$ cat src/rtl/core/cqr_pkg.sv
// ---------------------------------------------------------------------------
// cqr_pkg
// Constants, codes and types shared by the circular queue modules.
// ---------------------------------------------------------------------------
package cqr_pkg;

	localparam int QUEUE_SLOTS  = 16;
	localparam int WORD_BITS    = 32;
	localparam int STACK_SLOTS  = QUEUE_SLOTS - 1;
	localparam int PTR_BITS     = $clog2(QUEUE_SLOTS);
	localparam int STK_IDX_BITS = (STACK_SLOTS > 1) ? $clog2(STACK_SLOTS) : 1;
	localparam int TOP_BITS     = $clog2(STACK_SLOTS + 1);

	localparam logic [1:0] OP_ADD      = 2'd0;
	localparam logic [1:0] OP_REMOVE   = 2'd1;
	localparam logic [1:0] OP_REVERSE  = 2'd2;
	localparam logic [1:0] OP_TRAVERSE = 2'd3;

	localparam logic [1:0] STAT_OK    = 2'd0;
	localparam logic [1:0] STAT_FULL  = 2'd1;
	localparam logic [1:0] STAT_EMPTY = 2'd2;

	typedef logic [PTR_BITS-1:0] ptr_t;

	typedef struct packed {
		logic [1:0]                  op;
		logic signed [WORD_BITS-1:0] value;
	} cmd_t;

	function automatic ptr_t next_slot(input ptr_t p);
		next_slot = (p == ptr_t'(QUEUE_SLOTS - 1)) ? '0 : ptr_t'(p + 1'b1);
	endfunction

endpackage

$ cat src/rtl/core/circular_queue_with_reverse.sv
// ---------------------------------------------------------------------------
// circular_queue_with_reverse
// Circular FIFO of signed words with remove, reverse and traverse requests.
// ---------------------------------------------------------------------------
// Holds up to QUEUE_SLOTS-1 words (one slot stays empty). Each request on the
// slave side gives one or more results on the master side; tlast marks the
// final result of a request. The front end buffers two requests, so requests
// are taken while a result waits. The back end runs one request at a time
// around a queue memory with one registered read port: add and remove give
// one result, traverse of n words gives one read and one result per word,
// reverse makes n reads into the reversal stack and n reads back, plus
// turnaround. An empty queue answers any request with one result. Stalls on
// the master side hold the back end.
module circular_queue_with_reverse import cqr_pkg::*; (
	input  logic                        clk,
	input  logic                        arst_n,
	input  logic                        s_tvalid,
	output logic                        s_tready,
	input  logic signed [WORD_BITS-1:0] s_tdata,   // [31:0] item_value
	input  logic [1:0]                  s_tuser,   // [1:0] operation
	output logic                        m_tvalid,
	input  logic                        m_tready,
	output logic signed [WORD_BITS-1:0] m_tdata,   // [31:0] out_value
	output logic [1:0]                  m_tuser,   // [1:0] status
	output logic                        m_tlast
);

	logic cmd_valid;
	logic cmd_pop;
	cmd_t cmd;

	cqr_front u_front (
		.clk       (clk),
		.arst_n    (arst_n),
		.s_tvalid  (s_tvalid),
		.s_tready  (s_tready),
		.s_tdata   (s_tdata),
		.s_tuser   (s_tuser),
		.cmd_valid (cmd_valid),
		.cmd       (cmd),
		.cmd_pop   (cmd_pop)
	);

	cqr_back u_back (
		.clk       (clk),
		.arst_n    (arst_n),
		.cmd_valid (cmd_valid),
		.cmd       (cmd),
		.cmd_pop   (cmd_pop),
		.m_tvalid  (m_tvalid),
		.m_tready  (m_tready),
		.m_tdata   (m_tdata),
		.m_tuser   (m_tuser),
		.m_tlast   (m_tlast)
	);

endmodule

$ cat src/rtl/core/cqr_front.sv
// ---------------------------------------------------------------------------
// cqr_front
// Accepts requests, decodes them into commands and buffers two of them.
// ---------------------------------------------------------------------------
module cqr_front import cqr_pkg::*; (
	input  logic                        clk,
	input  logic                        arst_n,
	input  logic                        s_tvalid,
	output logic                        s_tready,
	input  logic signed [WORD_BITS-1:0] s_tdata,   // item_value
	input  logic [1:0]                  s_tuser,   // operation
	output logic                        cmd_valid,
	output cmd_t                        cmd,
	input  logic                        cmd_pop
);

	cmd_t       fifo_q [2];
	logic       wr_ptr_q;
	logic       rd_ptr_q;
	logic [1:0] cnt_q;
	logic       push;
	cmd_t       cmd_in;

	// only add carries a word; other requests drop it
	always_comb begin
		cmd_in.op    = s_tuser;
		cmd_in.value = (s_tuser == OP_ADD) ? s_tdata : '0;
	end

	assign s_tready  = (cnt_q != 2'd2);
	assign push      = s_tvalid && s_tready;
	assign cmd_valid = (cnt_q != 2'd0);
	assign cmd       = fifo_q[rd_ptr_q];

	always_ff @(posedge clk) begin
		if (push) begin
			fifo_q[wr_ptr_q] <= cmd_in;
		end
	end

	always_ff @(posedge clk or negedge arst_n) begin
		if (!arst_n) begin
			wr_ptr_q <= 1'b0;
			rd_ptr_q <= 1'b0;
			cnt_q    <= 2'd0;
		end else begin
			if (push) begin
				wr_ptr_q <= ~wr_ptr_q;
			end
			if (cmd_pop) begin
				rd_ptr_q <= ~rd_ptr_q;
			end
			case ({push, cmd_pop})
				2'b10:   cnt_q <= cnt_q + 2'd1;
				2'b01:   cnt_q <= cnt_q - 2'd1;
				default: cnt_q <= cnt_q;
			endcase
		end
	end

endmodule

$ cat src/rtl/core/cqr_back.sv
// ---------------------------------------------------------------------------
// cqr_back
// Sequencer with queue and reversal stores; drives the result register.
// ---------------------------------------------------------------------------
module cqr_back import cqr_pkg::*; (
	input  logic                        clk,
	input  logic                        arst_n,
	input  logic                        cmd_valid,
	input  cmd_t                        cmd,
	output logic                        cmd_pop,
	output logic                        m_tvalid,
	input  logic                        m_tready,
	output logic signed [WORD_BITS-1:0] m_tdata,   // out_value
	output logic [1:0]                  m_tuser,   // status
	output logic                        m_tlast    // last_of_run
);

	localparam logic [2:0] ST_IDLE  = 3'd0;
	localparam logic [2:0] ST_EMIT  = 3'd1;
	localparam logic [2:0] ST_DRAIN = 3'd2;
	localparam logic [2:0] ST_DWAIT = 3'd3;
	localparam logic [2:0] ST_FILL  = 3'd4;
	localparam logic [2:0] ST_TRAV  = 3'd5;

	logic [2:0]          state_q;
	ptr_t                front_q, rear_q, cur_q;
	logic [TOP_BITS-1:0] top_q;
	logic [1:0]          res_status_q;
	logic                res_use_rd_q, res_last_q, res_more_q;

	logic [WORD_BITS-1:0] queue_mem [QUEUE_SLOTS];
	logic [WORD_BITS-1:0] stack_mem [STACK_SLOTS];
	logic [WORD_BITS-1:0] q_rd_data_q, stk_rd_data_q;

	logic                    stk_wr_s1;
	logic [STK_IDX_BITS-1:0] stk_idx_s1;
	logic                    qwr_s1;
	ptr_t                    qwr_idx_s1;

	logic                    empty, full, slot_free;
	logic                    q_rd_en, q_wr_en, stk_rd_en;
	ptr_t                    q_rd_addr, q_wr_addr;
	logic [WORD_BITS-1:0]    q_wr_data;
	logic [STK_IDX_BITS-1:0] stk_rd_addr;
	logic                    m_tvalid_q;

	assign empty       = (front_q == rear_q);
	assign full        = (front_q == next_slot(rear_q));
	assign slot_free   = !m_tvalid_q || m_tready;
	assign cmd_pop     = (state_q == ST_IDLE) && cmd_valid;
	assign stk_rd_addr = STK_IDX_BITS'(top_q - TOP_BITS'(1));

	always_comb begin
		q_rd_en   = 1'b0;
		q_rd_addr = front_q;
		stk_rd_en = 1'b0;
		case (state_q)
			ST_IDLE:  q_rd_en = cmd_valid && (cmd.op == OP_REMOVE) && !empty;
			ST_DRAIN: q_rd_en = 1'b1;
			ST_TRAV: begin
				q_rd_en   = 1'b1;
				q_rd_addr = cur_q;
			end
			ST_FILL:  stk_rd_en = 1'b1;
			default:  q_rd_en = 1'b0;
		endcase
	end

	// refill writes never overlap an add: adds are taken only in idle
	assign q_wr_en   = qwr_s1 ||
		((state_q == ST_IDLE) && cmd_valid && (cmd.op == OP_ADD) && !full);
	assign q_wr_addr = qwr_s1 ? qwr_idx_s1 : rear_q;
	assign q_wr_data = qwr_s1 ? stk_rd_data_q : cmd.value;

	always_ff @(posedge clk) begin
		if (q_wr_en) begin
			queue_mem[q_wr_addr] <= q_wr_data;
		end
		if (q_rd_en) begin
			q_rd_data_q <= queue_mem[q_rd_addr];
		end
		if (stk_wr_s1) begin
			stack_mem[stk_idx_s1] <= q_rd_data_q;
		end
		if (stk_rd_en) begin
			stk_rd_data_q <= stack_mem[stk_rd_addr];
		end
		stk_idx_s1 <= STK_IDX_BITS'(top_q);
		qwr_idx_s1 <= rear_q;
	end

	always_ff @(posedge clk or negedge arst_n) begin
		if (!arst_n) begin
			state_q      <= ST_IDLE;
			front_q      <= '0;
			rear_q       <= '0;
			cur_q        <= '0;
			top_q        <= '0;
			res_status_q <= STAT_OK;
			res_use_rd_q <= 1'b0;
			res_last_q   <= 1'b0;
			res_more_q   <= 1'b0;
			stk_wr_s1    <= 1'b0;
			qwr_s1       <= 1'b0;
		end else begin
			stk_wr_s1 <= (state_q == ST_DRAIN);
			qwr_s1    <= (state_q == ST_FILL);
			case (state_q)
				ST_IDLE: begin
					if (cmd_valid) begin
						res_status_q <= STAT_OK;
						res_use_rd_q <= 1'b0;
						res_last_q   <= 1'b1;
						res_more_q   <= 1'b0;
						state_q      <= ST_EMIT;
						case (cmd.op)
							OP_ADD: begin
								if (full) begin
									res_status_q <= STAT_FULL;
								end else begin
									rear_q <= next_slot(rear_q);
								end
							end
							OP_REMOVE: begin
								if (empty) begin
									res_status_q <= STAT_EMPTY;
								end else begin
									front_q      <= next_slot(front_q);
									res_use_rd_q <= 1'b1;
								end
							end
							OP_REVERSE: begin
								if (!empty) begin
									top_q   <= '0;
									state_q <= ST_DRAIN;
								end
							end
							OP_TRAVERSE: begin
								if (empty) begin
									res_status_q <= STAT_EMPTY;
								end else begin
									cur_q   <= front_q;
									state_q <= ST_TRAV;
								end
							end
							default: state_q <= ST_EMIT;
						endcase
					end
				end
				ST_DRAIN: begin
					front_q <= next_slot(front_q);
					top_q   <= top_q + TOP_BITS'(1);
					if (next_slot(front_q) == rear_q) begin
						state_q <= ST_DWAIT;
					end
				end
				// lets the last stack write land before the first pop
				ST_DWAIT: state_q <= ST_FILL;
				ST_FILL: begin
					top_q  <= top_q - TOP_BITS'(1);
					rear_q <= next_slot(rear_q);
					if (top_q == TOP_BITS'(1)) begin
						state_q <= ST_EMIT;
					end
				end
				ST_TRAV: begin
					cur_q        <= next_slot(cur_q);
					res_status_q <= STAT_OK;
					res_use_rd_q <= 1'b1;
					res_last_q   <= (next_slot(cur_q) == rear_q);
					res_more_q   <= (next_slot(cur_q) != rear_q);
					state_q      <= ST_EMIT;
				end
				ST_EMIT: begin
					if (slot_free) begin
						state_q <= res_more_q ? ST_TRAV : ST_IDLE;
					end
				end
				default: state_q <= ST_IDLE;
			endcase
		end
	end

	// result register
	always_ff @(posedge clk or negedge arst_n) begin
		if (!arst_n) begin
			m_tvalid_q <= 1'b0;
		end else if (slot_free) begin
			m_tvalid_q <= (state_q == ST_EMIT);
		end
	end

	always_ff @(posedge clk) begin
		if (slot_free && (state_q == ST_EMIT)) begin
			m_tdata <= res_use_rd_q ? q_rd_data_q : '0;
			m_tuser <= res_status_q;
			m_tlast <= res_last_q;
		end
	end

	assign m_tvalid = m_tvalid_q;

endmodule

$ cat config.mk
export PLATFORM = sky130hd
export DESIGN_NAME = circular_queue_with_reverse
export DESIGN_NICKNAME = d
export VERILOG_FILES = /design/src/rtl/core/cqr_pkg.sv /design/src/rtl/core/circular_queue_with_reverse.sv /design/src/rtl/core/cqr_front.sv /design/src/rtl/core/cqr_back.sv
export SDC_FILE = /design/constraint.sdc
export NUM_CORES = 1
export LEC_CHECK = 0
export ABC_AREA = 1
export BUFFER_PORTS_ARGS = -buffer_cell sky130_fd_sc_hd__buf_2
export CAP_MARGIN = 40
export CORE_ASPECT_RATIO = 1.25
export CORE_MARGIN = 1
export CORE_UTILIZATION = 45
export DETAILED_ROUTE_END_ITERATION = 16
export PLACE_DENSITY = 0.62
export RECOVER_POWER = 25
export SKIP_LAST_GASP = 1
export SLEW_MARGIN = 5
export SYNTH_ARGS = -nofsm -noshare
export SYNTH_HDL_FRONTEND = slang
export SYNTH_SLANG_ARGS = --single-unit
$ cat constraint.sdc
create_clock -name clk -period 5.4 [get_ports clk]
set_input_delay 0.27 -clock clk [delete_from_list [all_inputs] [get_ports clk]]
set_output_delay 0.27 -clock clk [all_outputs]
set_load 0.1 [all_outputs]
==> results.sh, run 1 <==
export IMPL_hold_violations=0
export IMPL_initial_core_util_pct=45.44
export IMPL_seq_power_share_pct=41.3
export IMPL_final_nets=4160
export IMPL_cap_violations=3
export IMPL_power_density_nw_per_um2=596.7
export IMPL_violations="max-capacitance violations, max-slew violations"
export IMPL_final_common_cell="edfxtp_1"
export IMPL_dieArea_um2=110800
export IMPL_n_antenna_cell=0
export IMPL_root_buffer="clkbuf_16"
export IMPL_clk_pin_slew_ns=0.06
export IMPL_htreeDepth=3
export IMPL_status="complete, but fails checks"
export IMPL_grt_pass1_wl_um=190200
export IMPL_slew_headroom_pct=-68.08
export IMPL_post_cts_setup_buffer_count=0
export IMPL_tritoncts="done"
export IMPL_syn2layout_area_growth_pct=13.66
export IMPL_worst_path_most_repeated_cell="buf_4"
export IMPL_num_vias=31400
export IMPL_viasPerCell=5.560
export IMPL_drcViolationCount=0
export IMPL_endpoint_kind="flop"
export IMPL_grt_pass1_vias=30010
export IMPL_rsz0062_at_grt="no"
export IMPL_ys_seq_area_share_pct=72.53
export IMPL_drtIter0Drc=3276
export IMPL_yosysWarningCount=0
export IMPL_p_int_mw=20.72
export IMPL_p_leak_nw=20.40
export IMPL_worstMarginPinSlew_ns=2.521
export IMPL_fin_setup_tns_ns=0
export IMPL_start_kind="flop"
export IMPL_report_final_slew_viol_count=95
export IMPL_first_pass_iters=6
export IMPL_die_height_um=372.0
export IMPL_synth_cell_types=35
export IMPL_wire_per_inst_um=22.63
export IMPL_synth_top_area_share_pct=70.63
export IMPL_finClkSkew_ns=0.02468
export IMPL_gp_congestion=0.8049
export IMPL_slowest_stage="buf_4"
export IMPL_cts_hold_buf=36
export IMPL_crit_chain="buf_4, buf_4, buf_4, o21ai_0, o221ai_1, o211ai_1, nand2_1"
export IMPL_critPathMaxFanout=83
export IMPL_cts_buffer_depth=3
export IMPL_gr_total_overflow=0
export IMPL_core_area_um2=108400
export IMPL_hold_class="input port to flop"
export IMPL_cts_buffers=115
export IMPL_fin_crit_sh_pct=62.90
export IMPL_insertion_delay_ns=0.72
export IMPL_io_buffers=74
export IMPL_die_x_um=298.0
export IMPL_criticalPathCategory="flop to flop"
export IMPL_synth_cells=4033
export IMPL_finalSetupViolCount=0
export IMPL_syn_area_um2=49280
export IMPL_rows=135
export IMPL_numClockSinks=1198
export IMPL_grt_max_degree=163
export IMPL_cp_slowest_stage_delay_ns=0.72
export IMPL_crit_arrival_ns=3.98
export IMPL_combPwrFrac_pct=33.9
export IMPL_cts_resized=0
export IMPL_whs_ns=0.1263
export IMPL_fmax_mhz=294.4
export IMPL_period_minus_slack_ns=3.396
export IMPL_power_share_clock_pct=24.8
export IMPL_syn_area_per_cell_um2=12.22
export IMPL_layout_common_cells="1,159 x edfxtp_1, 563 x nand2_1, 478 x nand3_1, 400 x inv_1, 316 x nor2_1"
export IMPL_wl_um=127800
export IMPL_track_usage_pct=22.82
export IMPL_hpwl_um=66740
export IMPL_yosys_top_cells_area="edfxtp_1 71%, nand3_1 4.9%, nand2_1 4.3%, nand3b_1 3.4%, inv_1 3.1%"
export IMPL_synth_fp_nets=4078
export IMPL_io_pins=75
export IMPL_ys_ff_latch=1198
export IMPL_ir_worst_vdd_mv=0.6495
export IMPL_p_sw_share_pct=38.00
export IMPL_p_sw_mw=12.70
export IMPL_yosysTopAreaCell="edfxtp_1"
export IMPL_detail_route_antenna_nets=0
export IMPL_required_ns=5.98
export IMPL_n_fill_cell=9102
export IMPL_antenna_found_initial=0
export IMPL_drive_gt1_share_pct=9.646
[worst max-delay path: cells and delay by family (launching register included)]
family	cells	cell delay, ns
AND/OR/NAND/NOR	1	0.09
AO/OA/AOI/OAI	3	0.57
flip-flops	1	0.43
buffers and inverters	3	2.06
[stage by stage]
step | utilization [%] | worst slack, ns | area [um^2] | std cells | total power [mW]
3_5_place_dp | 47.81 | 2.001 | 51850 | 5400 | 25.24
4_1_cts | 51.70 | 2.021 | 56070 | 5647 | 33.53
3_3_place_gp | 47.41 | 1.796 | 51410 | 5365 | 24.77
6_report | 51.65 | 2.004 | 56010 | 5647 | 33.42
2_1_floorplan | - | 2.139 | 49280 | 4033 | 21.04
5_1_grt | 51.65 | 1.741 | 56010 | 5647 | 35.05
[registers in the layout (all words and copies together) (netlist names), 32 cells and up]
name,cells
u_back.stk_rd_data_q,32
u_back.queue_mem,512
u_back.stack_mem,480
u_back.q_rd_data_q,32
u_back.m_tdata,32
u_front.fifo_q,68
[logic make-up (layout without fill, tap and decap cells)]
kind of cell	after synthesis	after routing	share of synthesized area [%]
xor+xnor	16	16	0.2844
flops	1198	1198	72.53
buf+inv	663	839	5.337
fa+ha+maj	7	7	0.1777
compound gates	517	517	6.185
simple gates	1632	1632	15.49
[synthesized netlist by cell type]
cell and number:
a21oi_2 1, nand2_1 565, a21oi_1 68, nand4_1 8
nand2_2 1, clkbuf_1 135, o21ai_0 244, edfxtp_1 1159
inv_2 2, inv_1 402, o31ai_1 1, a31oi_1 2
o221ai_1 32, nand3_1 478, ha_1 7, clkbuf_2 1
nand4_2 1, a32oi_1 1, clkinv_1 2, dfrtp_1 31
buf_2 112, o211ai_1 96, o21ai_2 2, dfxtp_1 8
nand3b_1 226, or2_2 6, nor2_1 344, o21ai_1 6
xor2_1 10, nor3_2 1, buf_1 9, nor3_1 1
o22ai_1 64, xnor2_1 6, nand3_2 1
[worst paths after layout]
check                      cells past startpoint  slack (ns)                       end       startpoint
setup / recovery                               7        2.00  u_back.stk_rd_data_q[16]  u_back.top_q[0]
hold / removal                                 3        0.13      u_front.fifo_q[1][3]       s_tdata[3]
setup reg to reg                               7        2.00  u_back.stk_rd_data_q[16]  u_back.top_q[0]
hold reg to reg                                0        0.46      u_back.stk_idx_s1[1]  u_back.top_q[1]
max in group asynchronous                      2        3.33           u_back.top_q[0]           arst_n
min in group asynchronous                      2        0.66          u_front.wr_ptr_q           arst_n
[final cells by class]
cell class                      instances  area [um^2]  share of cell area (%)
Clock buffer                          130         2944                   5.257
Clock inverter                         81        914.6                   1.633
Inverter                              406         1533                   2.737
Multi-Input combinational cell       2172        11220                   20.04
Sequential cell                      1198        35740                   63.82
Tap cell                             1438         1799                   3.213
Timing Repair Buffer                  222         1851                   3.304
[metal layers]
| metal | up-vias | routed length [um] | global-route usage [%] |
|---|---|---|---|
| met5 | - | 0 | 0 |
| met4 | 0 | 3465 | 7.751 |
| met3 | 222 | 8054 | 2.518 |
| li1 | 14400 | - | - |
| met2 | 1174 | 63360 | 39.46 |
| met1 | 15610 | 52910 | 29.98 |
[power by group through the flow]
stage | clock network (mW) | logic [mW] | registers, mW
2_1_floorplan | 0 | 6.87 | 14.2
4_1_cts | 8.42 | 11.3 | 13.8
6_report | 8.30 | 11.3 | 13.8
5_1_grt | 8.75 | 12.4 | 13.9
3_3_place_gp | 0 | 10.8 | 14.0
3_5_place_dp | 0 | 11.3 | 14.0
(Power assumes the default switching activity.)
==> inputs of run 2 (changes only) <==
Clock period 5.4 ns to 3.4 ns, I/O delays scaled along.
==> results.sh, run 2 (synthesis results as in run 1) <==
export IMPL_grt_pass1_wl_um=191000
export IMPL_tritoncts="done"
export IMPL_endpoint_kind="flop"
export IMPL_first_pass_iters=7
export IMPL_placed_cell_area_um2=52090
export IMPL_hold_depth=3
export IMPL_fin_crit_sh_pct=92.49
export IMPL_die_height_um=372.0
export IMPL_gr_total_overflow=0
export IMPL_hold_violations=0
export IMPL_die_x_um=298.0
export IMPL_wl_um=127200
export IMPL_r2r_end="u_back.m_tdata[5]"
export IMPL_finClkSkew_ns=0.02364
export IMPL_fin_setup_tns_ns=0
export IMPL_htreeDepth=3
export IMPL_p_sw_mw=20.39
export IMPL_design_area_um2=56070
export IMPL_final_nets=4172
export IMPL_setup_ws_ns=0.2552
export IMPL_n_antenna_cell=0
export IMPL_syn2layout_area_growth_pct=13.79
export IMPL_regMostFlops="u_back.queue_mem"
export IMPL_gp_congestion=0.8429
export IMPL_crit_start="u_back.res_use_rd_q"
export IMPL_clk_pin_slew_ns=0.06
export IMPL_viasPerCell=5.512
export IMPL_rsz0062_at_grt="no"
export IMPL_hold_class="input port to flop"
export IMPL_antenna_found_initial=2
export IMPL_hpwl_um=69180
export IMPL_required_ns=3.94
export IMPL_insertion_delay_ns=0.71
export IMPL_reg2reg_slack_ns=0.26
export IMPL_stdcell_count=5658
export IMPL_p_sw_share_pct=38.61
export IMPL_final_common_cell="edfxtp_1"
export IMPL_post_place_ws_ns=0.4827
export IMPL_r2r_cells=3
export IMPL_track_usage_pct=22.95
export IMPL_dp_cells=5416
export IMPL_rows=135
export IMPL_io_buffers=74
export IMPL_initial_core_util_pct=45.44
export IMPL_layout_common_cells="1,159 x edfxtp_1, 563 x nand2_1, 478 x nand3_1, 399 x inv_1, 311 x nor2_1"
export IMPL_dieArea_um2=110800
export IMPL_slew_headroom_pct=-88.39
export IMPL_drtIter0Drc=3043
export IMPL_p_leak_nw=20.38
export IMPL_cts_buffer_depth=3
export IMPL_cts_buffers=110
export IMPL_power_density_nw_per_um2=942.0
export IMPL_root_buffer="clkbuf_16"
export IMPL_drive_gt1_share_pct=9.905
export IMPL_fmax_mhz=318.0
export IMPL_p_int_mw=32.43
export IMPL_critPathMaxFanout=32
export IMPL_combPwrFrac_pct=34.9
export IMPL_post_cts_setup_buffer_count=0
export IMPL_period_minus_slack_ns=3.145
export IMPL_largest_registers="u_back.queue_mem (512), u_back.stack_mem (480), u_front.fifo_q (68)"
export IMPL_criticalPathCategory="flop to flop"
export IMPL_start_kind="flop"
export IMPL_report_final_slew_viol_count=91
export IMPL_status="complete, but fails checks"
export IMPL_seq_power_share_pct=41.3
export IMPL_crit_arrival_ns=3.69
export IMPL_n_fill_cell=9206
export IMPL_worstMarginPinSlew_ns=2.826
export IMPL_numClockSinks=1198
export IMPL_detail_route_antenna_nets=0
export IMPL_power_share_clock_pct=23.8
export IMPL_violations="max-capacitance violations, max-slew violations"
export IMPL_num_vias=31190
export IMPL_power_mw=52.82
export IMPL_regToRegStartpoint="u_back.res_use_rd_q"
export IMPL_cap_violations=3
export IMPL_grt_pass1_vias=30460
export IMPL_cts_resized=0
export IMPL_ir_worst_vdd_mv=0.8216
export IMPL_wire_per_inst_um=22.49
export IMPL_drcViolationCount=0
export IMPL_finalSetupViolCount=0
export IMPL_crit_end="u_back.m_tdata[5]"
export IMPL_io_pins=75
export IMPL_largest_reg_flops=512
export IMPL_grt_max_degree=207
export IMPL_core_area_um2=108400
## run 2: cell types whose count changed in the layout (fill, tap and decap cells not counted), moves of 6 or more
cell	change
clkbuf_1	+7
clkinv_2	-6
buf_12	+18
buf_16	-6
## run 2: power by group through the flow
stage          Sequential [mW]  Clock (mW)  Combinational (mW)
2_1_floorplan             22.5           0                10.9
6_report                  21.8        12.6                18.4
3_5_place_dp              22.1           0                18.3
3_3_place_gp              22.1           0                18.0
4_1_cts                   21.8        12.8                18.5
5_1_grt                   22.0        13.3                20.2
## run 2: layout make-up
class | count | area [um^2] | area share [%]
multi-input cells | 2172 | 11260 | 20.09
inverters | 406 | 1533 | 2.733
well taps | 1438 | 1799 | 3.209
clock buffers | 134 | 2903 | 5.177
clock inverters | 71 | 757.0 | 1.350
flip-flops and latches | 1198 | 35740 | 63.74
repair buffers | 239 | 2074 | 3.700
## run 2: worst max-delay path, stage by stage, from the launching register on
cell      delay (ns)
dfrtp_1         0.35
clkbuf_1        1.99
nand2_1         0.44
inv_1           0.15
## run 2: worst min path at each step
stage	startpoint	endpoint	slack, ns
2_1_floorplan	arst_n	u_back.cur_q[0]	-0.13
3_3_place_gp	arst_n	u_front.cnt_q[0]	0.30
3_5_place_dp	arst_n	u_front.cnt_q[0]	0.29
4_1_cts	arst_n	u_back.top_q[1]	0.08
5_1_grt	m_tready	u_back.m_tvalid	0.21
6_report	m_tready	u_back.m_tvalid	0.21
## run 2: per-layer routing
| layer | track usage [%] | vias up | part of all wire [%] | routed length [um] |
|---|---|---|---|---|
| li1 | - | 14440 | - | - |
| met1 | 29.64 | 15510 | 41 | 51720 |
| met2 | 40.46 | 1049 | 51 | 64980 |
| met3 | 2.600 | 196 | 5.9 | 7522 |
| met4 | 7.288 | 2 | 2.4 | 3003 |
| met5 | 0 | - | 0.010 | 13 |
## run 2: per-stage QoR
stage | utilization (%) | hold slack, ns
2_1_floorplan | - | -0.1256
3_3_place_gp | 47.89 | 0.2950
3_5_place_dp | 48.04 | 0.2920
4_1_cts | 51.75 | 0.08296
5_1_grt | 51.71 | 0.2096
6_report | 51.71 | 0.2110
## run 2: what timing repair did
item,in CTS,in global routing
hold buffers,37,0
endpoints found under the setup margin,0,0
endpoints found under the hold margin,105,0
